<file path="src/rtl/svmm_pkg.sv">
// svmm_pkg: shared types and constants for the sparse vector-matrix multiply.
// No dependencies.
package svmm_pkg;

   localparam int MAX_DIM     = 64;
   localparam int MAX_NONZERO = 256;
   localparam int DATA_WIDTH  = 32;
   localparam int IDX_W       = 6;
   localparam int CFG_W       = 7;
   localparam int NZ_AW       = $clog2(MAX_NONZERO);
   localparam int CNT_W       = NZ_AW + 1;
   localparam int VEC_AW      = $clog2(MAX_DIM);

   localparam logic [1:0] OP_CLEAR = 2'd0;
   localparam logic [1:0] OP_SETV  = 2'd1;
   localparam logic [1:0] OP_SETM  = 2'd2;
   localparam logic [1:0] OP_MUL   = 2'd3;

   localparam logic [1:0] ST_OK    = 2'd0;
   localparam logic [1:0] ST_DIM   = 2'd1;
   localparam logic [1:0] ST_RANGE = 2'd2;
   localparam logic [1:0] ST_FULL  = 2'd3;

   localparam logic [1:0] CSR_VLEN = 2'd0;
   localparam logic [1:0] CSR_ROWS = 2'd1;
   localparam logic [1:0] CSR_COLS = 2'd2;

   typedef struct packed {
      logic [1:0]            operation;
      logic [IDX_W-1:0]      row_index;
      logic [IDX_W-1:0]      col_index;
      logic [DATA_WIDTH-1:0] value;
   } req_type;

   typedef struct packed {
      logic [IDX_W-1:0]      result_col;
      logic [DATA_WIDTH-1:0] result_value;
      logic [1:0]            status;
      logic                  empty_res;
      logic                  last;
   } rsp_type;

   // controller -> datapath
   typedef struct packed {
      logic capture;   // latch accepted item
      logic clear;     // zero vector, count
      logic write_vec;
      logic scan_start;  // k <= 0
      logic scan_step;   // k++
      logic append;      // write new entry at count
      logic overwrite;   // write value at hit index
      logic col_start;   // c <= 0, sum <= 0
      logic acc;         // accumulate registered product
      logic col_next;    // c++, sum <= 0
   } cmd_type;

   // datapath -> controller
   typedef struct packed {
      logic [1:0] op;
      logic       range_err;
      logic       dim_err;
      logic       scan_done;   // k reached count
      logic       hit;         // entry at k matches (valid after read)
      logic       full;
      logic       cols_done;   // c reached cols
      logic       sum_nz;
   } sts_type;

endpackage

</file>
<file path="src/rtl/svmm_ctrl.sv">
// svmm_ctrl: sequencer for set, search and column-by-column multiply.
// Depends on svmm_pkg.
module svmm_ctrl
   import svmm_pkg::*;
(
   input  logic                  clock,
   input  logic                  reset,
   input  logic                  req_valid,
   output logic                  req_ready,
   output cmd_type               cmd,
   input  sts_type               sts,
   input  logic [IDX_W-1:0]      cur_col,
   input  logic [DATA_WIDTH-1:0] cur_sum,
   output logic                  rsp_valid,
   input  logic                  rsp_ready,
   output rsp_type               rsp_data
);

   typedef enum logic [6:0] {
      S_IDLE   = 7'b0000001,
      S_DEC    = 7'b0000010,
      S_SEARCH = 7'b0000100,
      S_SCAN   = 7'b0001000,
      S_DRAIN  = 7'b0010000,
      S_EMIT   = 7'b0100000,
      S_OUT    = 7'b1000000
   } state_type;

   state_type state_ff, state_in;
   logic [1:0] drain_ff, drain_in;
   logic       any_ff, any_in;
   logic       ov_ff, ov_in;
   rsp_type    out_ff, out_in;
   logic       ovalid_ff, ovalid_in;

   function automatic rsp_type ackf(input logic [1:0] st);
      rsp_type r;
      r.result_col = '0; r.result_value = '0; r.status = st;
      r.empty_res = 1'b1; r.last = 1'b1;
      return r;
   endfunction

   assign req_ready = state_ff == S_IDLE && !ovalid_ff;
   assign rsp_valid = ovalid_ff;
   assign rsp_data  = out_ff;

   always_comb begin
      state_in = state_ff; drain_in = drain_ff; any_in = any_ff; ov_in = ov_ff;
      out_in = out_ff; ovalid_in = ovalid_ff;
      cmd = '0;
      if (ovalid_ff && rsp_ready) ovalid_in = 1'b0;
      case (state_ff)
         S_IDLE: if (req_valid && req_ready) begin
            cmd.capture = 1'b1;
            state_in = S_DEC;
         end
         S_DEC: begin
            case (sts.op)
               OP_CLEAR: begin
                  cmd.clear = 1'b1; out_in = ackf(ST_OK); ovalid_in = 1'b1; state_in = S_IDLE;
               end
               OP_SETV: begin
                  if (sts.range_err) out_in = ackf(ST_RANGE);
                  else begin cmd.write_vec = 1'b1; out_in = ackf(ST_OK); end
                  ovalid_in = 1'b1; state_in = S_IDLE;
               end
               OP_SETM: begin
                  if (sts.range_err) begin
                     out_in = ackf(ST_RANGE); ovalid_in = 1'b1; state_in = S_IDLE;
                  end else begin
                     cmd.scan_start = 1'b1; state_in = S_SEARCH;
                  end
               end
               default: begin
                  if (sts.dim_err) begin
                     out_in = ackf(ST_DIM); ovalid_in = 1'b1; state_in = S_IDLE;
                  end else begin
                     cmd.col_start = 1'b1; cmd.scan_start = 1'b1; any_in = 1'b0;
                     state_in = S_SCAN;
                  end
               end
            endcase
         end
         // read entry k each cycle; hit checked on the registered read
         S_SEARCH: begin
            if (sts.hit) begin
               cmd.overwrite = 1'b1; out_in = ackf(ST_OK); ovalid_in = 1'b1;
               state_in = S_IDLE;
            end else if (sts.scan_done) begin
               if (sts.full) out_in = ackf(ST_FULL);
               else begin cmd.append = 1'b1; out_in = ackf(ST_OK); end
               ovalid_in = 1'b1; state_in = S_IDLE;
            end else cmd.scan_step = 1'b1;
         end
         S_SCAN: begin
            cmd.acc = 1'b1;
            if (sts.cols_done) begin
               if (!any_ff) begin out_in = ackf(ST_OK); ovalid_in = 1'b1; state_in = S_IDLE; end
               else if (ovalid_in) ; // wait for slot
               else begin
                  out_in.last = 1'b1; ovalid_in = 1'b1; ov_in = 1'b0; state_in = S_IDLE;
               end
            end else if (sts.scan_done) begin
               drain_in = 2'd3; state_in = S_DRAIN;
            end else cmd.scan_step = 1'b1;
         end
         S_DRAIN: begin
            cmd.acc = 1'b1;
            if (drain_ff == 2'd0) state_in = S_EMIT;
            else drain_in = drain_ff - 2'd1;
         end
         S_EMIT: begin
            // hold finished sum in the pending slot; last decided at the end
            if (sts.sum_nz) begin
               if (ov_ff && !ovalid_in) begin
                  ovalid_in = 1'b1; ov_in = 1'b0;
               end else if (!ov_ff && !ovalid_in) begin
                  out_in.result_col = cur_col; out_in.result_value = cur_sum;
                  out_in.status = ST_OK; out_in.empty_res = 1'b0; out_in.last = 1'b0;
                  ov_in = 1'b1; any_in = 1'b1;
                  cmd.col_next = 1'b1; cmd.scan_start = 1'b1; state_in = S_SCAN;
               end
            end else begin
               cmd.col_next = 1'b1; cmd.scan_start = 1'b1; state_in = S_SCAN;
            end
         end
         default: state_in = S_IDLE;
      endcase
   end

   always_ff @(posedge clock) begin
      if (reset) begin
         state_ff <= S_IDLE; drain_ff <= '0; any_ff <= 1'b0; ov_ff <= 1'b0;
         ovalid_ff <= 1'b0;
      end else begin
         state_ff <= state_in; drain_ff <= drain_in; any_ff <= any_in; ov_ff <= ov_in;
         ovalid_ff <= ovalid_in;
      end
      out_ff <= out_in;
   end

endmodule

</file>
<file path="config.mk">
export PLATFORM = sky130hd
export DESIGN_NAME = svmm_ctrl
export DESIGN_NICKNAME = d
export VERILOG_FILES = /design/src/rtl/svmm_pkg.sv /design/src/rtl/svmm_ctrl.sv
export SDC_FILE = /design/constraint.sdc
export NUM_CORES = 1
export LEC_CHECK = 0
export BUFFER_PORTS_ARGS = -buffer_cell sky130_fd_sc_hd__buf_2
export CELL_PAD_IN_SITES_DETAIL_PLACEMENT = 0
export CELL_PAD_IN_SITES_GLOBAL_PLACEMENT = 2
export CORE_ASPECT_RATIO = 1.75
export CORE_MARGIN = 5
export CORE_UTILIZATION = 30
export CTS_BUF_LIST = sky130_fd_sc_hd__clkbuf_4
export CTS_CLUSTER_DIAMETER = 100
export CTS_CLUSTER_SIZE = 20
export DETAILED_ROUTE_END_ITERATION = 10
export PLACE_DENSITY_LB_ADDON = 0.1
export SETUP_SLACK_MARGIN = 0.5
export SYNTH_ARGS = -nofsm -noshare
export SYNTH_HDL_FRONTEND = slang
export SYNTH_SLANG_ARGS = --single-unit
</file>
<file path="constraint.sdc">
create_clock -name clock -period 4.94 [get_ports clock]
set_input_delay 0.494 -clock clock [delete_from_list [all_inputs] [get_ports clock]]
set_output_delay 0.494 -clock clock [all_outputs]
set_load 0.03 [all_outputs]
</file>
==> summary.md <==
| Metric | Value |
|---|---|
| Top achievable clock speed | 334 MHz |
| # Post-CTS Setup Buffers | 0 |
| Initial standard-cell utilization of the core | 30.6% |
| Num CTS Buffers | 5 |
| Clk sinks | 53 |
| Final Max Slew Viols | 0 |
| Count of H-tree levels built during CTS | 2 |
| Final-layout setup total negative slack | 0 ns |
| Share of flip-flops with an asynchronous set or reset | 0% |
| Clock network latency to the later pin of the worst-skew pair | about 0.37 ns |
| Wire length of the first global-routing pass | about 9.8 mm |
| EDFF count, synth | 42 |
| Max stage delay on crit path | between 0.5 and 0.6 ns |
| Synth Area in Adders | less than 1% |
| Mean post-synth cell area | ~12 sq um |
| Total global routing track utilization | between 10% and 20% |
| Die outline width | 77.9 um |
| Number of design rule violations left after detail routing | 0 |
| Run status | completed |
| Crit path arrival time | about 2.5 ns |
| Post-synthesis share of cell area spent on and, or, nand and nor gates | about a quarter |
| Last weighted congestion value of the routability-driven placer | 0.726 |
| Required time of the worst setup path | between 4 and 5 ns |
| Global-route congestion overflow total | 0 |
| Sequential cell area fraction in the yosys report | between 60% and 70% |
| Post-synth top flop | sky130_fd_sc_hd__edfxtp_1 |
| Crit Path Max Fanout | 19 |
| Layout net count | 356 |
| Worst hold path type | in -> reg |
| Largest family of logic cells by synthesized area | simple AND/OR/NAND/NOR gates |
| Netlist Area Pre-Place | ~0.0024 sq mm |
| Worst hold path depth | 2 |
| Critical Path Slowest Stage Cell | sky130_fd_sc_hd__or4_4 |
| P_leak | between 1 and 1.5 nW |
| Final-report hold violation count | 0 |
| 1st-iter DRT viols | slightly above 80 |
| RSZ-0062 raised after global routing | false |
| N_diodes | 0 |
| Via count of the first global-routing pass | 1872 |
| Worst R2R Start | state_ff[0] |
| Largest buffer count on any clock path | 2 |
| Yosys reg bits | 53 |
| Worst Reg-to-Reg Cells | 7 |
| Largest clock skew in the final design | ~0.0077 ns |
| Share of the synthesized area in compound gates (AO/OA/AOI/OAI) | 7.92% |
| Chip height | roughly 130 um |
| Capturing element type of the critical path | primary output |
| Vias per inst | approximately 4.8 |
| # setup viols final | 0 |
| Total Wirelength | between 6 and 7 mm |
| # port buffers | 104 |
| Post-cts repair resize count | 0 |
| Largest net degree at the start of global routing | 42 |
| CTS tree | yes |
| Area growth from synthesis to layout | 28.7% |
| Startpoint of the tightest hold check path | cur_col[5] |
| Max-cap violations | 0 |
| Clock-pin slew reported for the worst setup and hold paths after clock tree synthesis | around 0.15 ns |
| Post-synthesis xor/xnor area fraction | 0.725% |
| Mux share of post-synthesis cell area | less than 1% |
| Yosys warns | 0 |
| Worst slew margin relative to its limit | 59.0% |
| Post-Synthesis Cells | 200 |
| Filler cells | approximately 810 |
| Floorplan Core Area | 0.00791 sq mm |
| CTS Root Cell | sky130_fd_sc_hd__clkbuf_4 |
| Synthesized netlist net count | roughly 250 |
| Slew at the pin closest to its max-slew limit | a little over 0.6 ns |
| Destination of the worst register-to-register timing path | rsp_data[7] |
| CP cell instances | or4_4, nor3b_4, inv_1, a21oi_2, nand2b_1, buf_2 |
| Number of rows in the core area | between 40 and 50 |
| First-pass iteration count of the detailed router | 4 |
| Final worst-path cycle share | about three fifths |
| Cell area power density | 396 mW/mm^2 |
| Critical Path Source Type | register |
| CTS hold repair buffers | 0 |
| Total I/O pin count | between 100 and 150 |
| Minimum clock period | approximately 3 ns |
| Overall die area | 0.0100 sq mm |
| IR Drop Worst-Case VDD | between 200 and 250 uV |
| Number of nets still failing antenna checks after routing | 0 |
| Routed vias | 1882 |
| Number of distinct library cells after synthesis | 45 |
| Sum of net half-perimeters after detailed placement | 4.94 mm |
| Worst hold path endpoint | rsp_data[41] |
| Number of antenna violations at the first check in global routing | 0 |
| Average detailed-routed wire length per instance | around 16 um |
| Critical path class | reg -> out |
| Share of cells above drive strength 1 | 48.2% |
| R2R Setup Slk | between 2 and 2.5 ns |
| Total Power | roughly 1.2 mW |
## synth_stat cells, types with 2 or more instances
master / n / share of area (%)
sky130_fd_sc_hd__o21ai_0: 7 / 1.4
sky130_fd_sc_hd__xor2_1: 2 / 0.72
sky130_fd_sc_hd__nand3_1: 3 / 0.62
sky130_fd_sc_hd__nor3_1: 8 / 1.7
sky130_fd_sc_hd__nor2_1: 12 / 1.9
sky130_fd_sc_hd__a31oi_1: 3 / 0.78
sky130_fd_sc_hd__edfxtp_1: 42 / 52
sky130_fd_sc_hd__or3b_2: 3 / 1.1
sky130_fd_sc_hd__nor4b_1: 2 / 0.72
sky130_fd_sc_hd__inv_1: 6 / 0.93
sky130_fd_sc_hd__or3_1: 2 / 0.52
sky130_fd_sc_hd__nand2b_1: 5 / 1.3
sky130_fd_sc_hd__nand4_1: 2 / 0.52
sky130_fd_sc_hd__and2_1: 18 / 4.7
sky130_fd_sc_hd__nand2_1: 8 / 1.2
sky130_fd_sc_hd__clkbuf_1: 5 / 0.78
sky130_fd_sc_hd__and2_2: 21 / 6.5
sky130_fd_sc_hd__buf_6: 2 / 0.93
sky130_fd_sc_hd__nor2b_1: 3 / 0.78
sky130_fd_sc_hd__a21oi_1: 8 / 1.7
sky130_fd_sc_hd__dfxtp_1: 11 / 9.1
sky130_fd_sc_hd__nor4_1: 3 / 0.78
sky130_fd_sc_hd__and3_1: 2 / 0.52
## critical path: cells and delay by family, from the launching register on
family / cells / cell delay [ns]
simple gates: 3 / 1.22
flops: 1 / 0.38
buf+inv: 2 / 0.38
compound gates: 1 / 0.15
## placed cells by master (no fill, tap or decap), drive strengths merged, types with 2 or more instances in the layout
cell	count
a21oi	9
a31oi	3
and2	39
and3	2
buf	106
clkbuf	6
dfxtp	11
edfxtp	42
inv	6
nand2	8
nand2b	5
nand3	5
nand4	2
nor2	12
nor2b	3
nor3	9
nor4	3
nor4b	2
o21ai	7
or3	2
or3b	3
or4	2
xor2	2
## worst max-delay path by stage
stage / startpoint / endpoint / slack [ns] / cells after the start
3_5_place_dp: state_ff[0] / rsp_data[2] / 2.09 / 7
6_report: state_ff[0] / cmd[6] / 1.95 / 6
3_3_place_gp: state_ff[0] / rsp_data[2] / 2.16 / 7
5_1_grt: state_ff[0] / cmd[6] / 1.68 / 6
2_1_floorplan: rsp_valid / rsp_data[10] / 1.13 / 5
4_1_cts: state_ff[0] / cmd[6] / 1.83 / 6
## per-layer routing
metal | global-route usage (%) | wire, um | vias up
met5 | 0 | 0 | -
met4 | 4.86 | 100 | 0
met3 | 2.94 | 453 | 6
met2 | 22.8 | 3410 | 75
met1 | 14.1 | 2440 | 876
li1 | - | - | 925
## area by class of cell
class	instances	area (sq um)	area share (%)
clock buffer	6	45.0	1.45
multi-input combinational	132	875	28.1
sequential	53	1480	47.6
inverter	6	22.5	0.724
clock inverter	2	38.8	1.25
tap	90	113	3.62
timing repair buffer	106	536	17.2
## power breakdown
group	internal, mW	total [mW]	switching (mW)
registers	0.560	0.590	0.0303
logic	0.116	0.392	0.276
clock network	0.114	0.251	0.137
## per-stage QoR
step / utilization, % / std cells / area (sq um) / hold WS, ns / setup slack [ns]
final: 39.3 / 395 / 3110 / 0.384 / 1.95
after global routing: 39.3 / 395 / 3110 / 0.367 / 1.68
after CTS: 39.3 / 395 / 3110 / 0.352 / 1.83
after detailed placement: 38.3 / 387 / 3030 / 0.477 / 2.09
after global placement: 38.3 / 387 / 3030 / 0.466 / 2.16
after floorplan: - / 200 / 2420 / 0.456 / 1.13
## state kept, by name (all words and copies together) (netlist names)
name and flops:
any_ff 1, drain_ff 2, rsp_valid 1, state_ff 6, rsp_data 42, ov_ff 1
## cell families (layout without fill, tap and decap cells)
logic type,after synthesis,after routing
adders and majority gates,1,1
and+or+nand+nor,99,99
AOI/OAI and AO/OA,29,29
DFF,53,53
xor gates and xnor gates,2,2
buffers and inverters,15,120
muxes,1,1
Power figures use the tool's default switching activity.
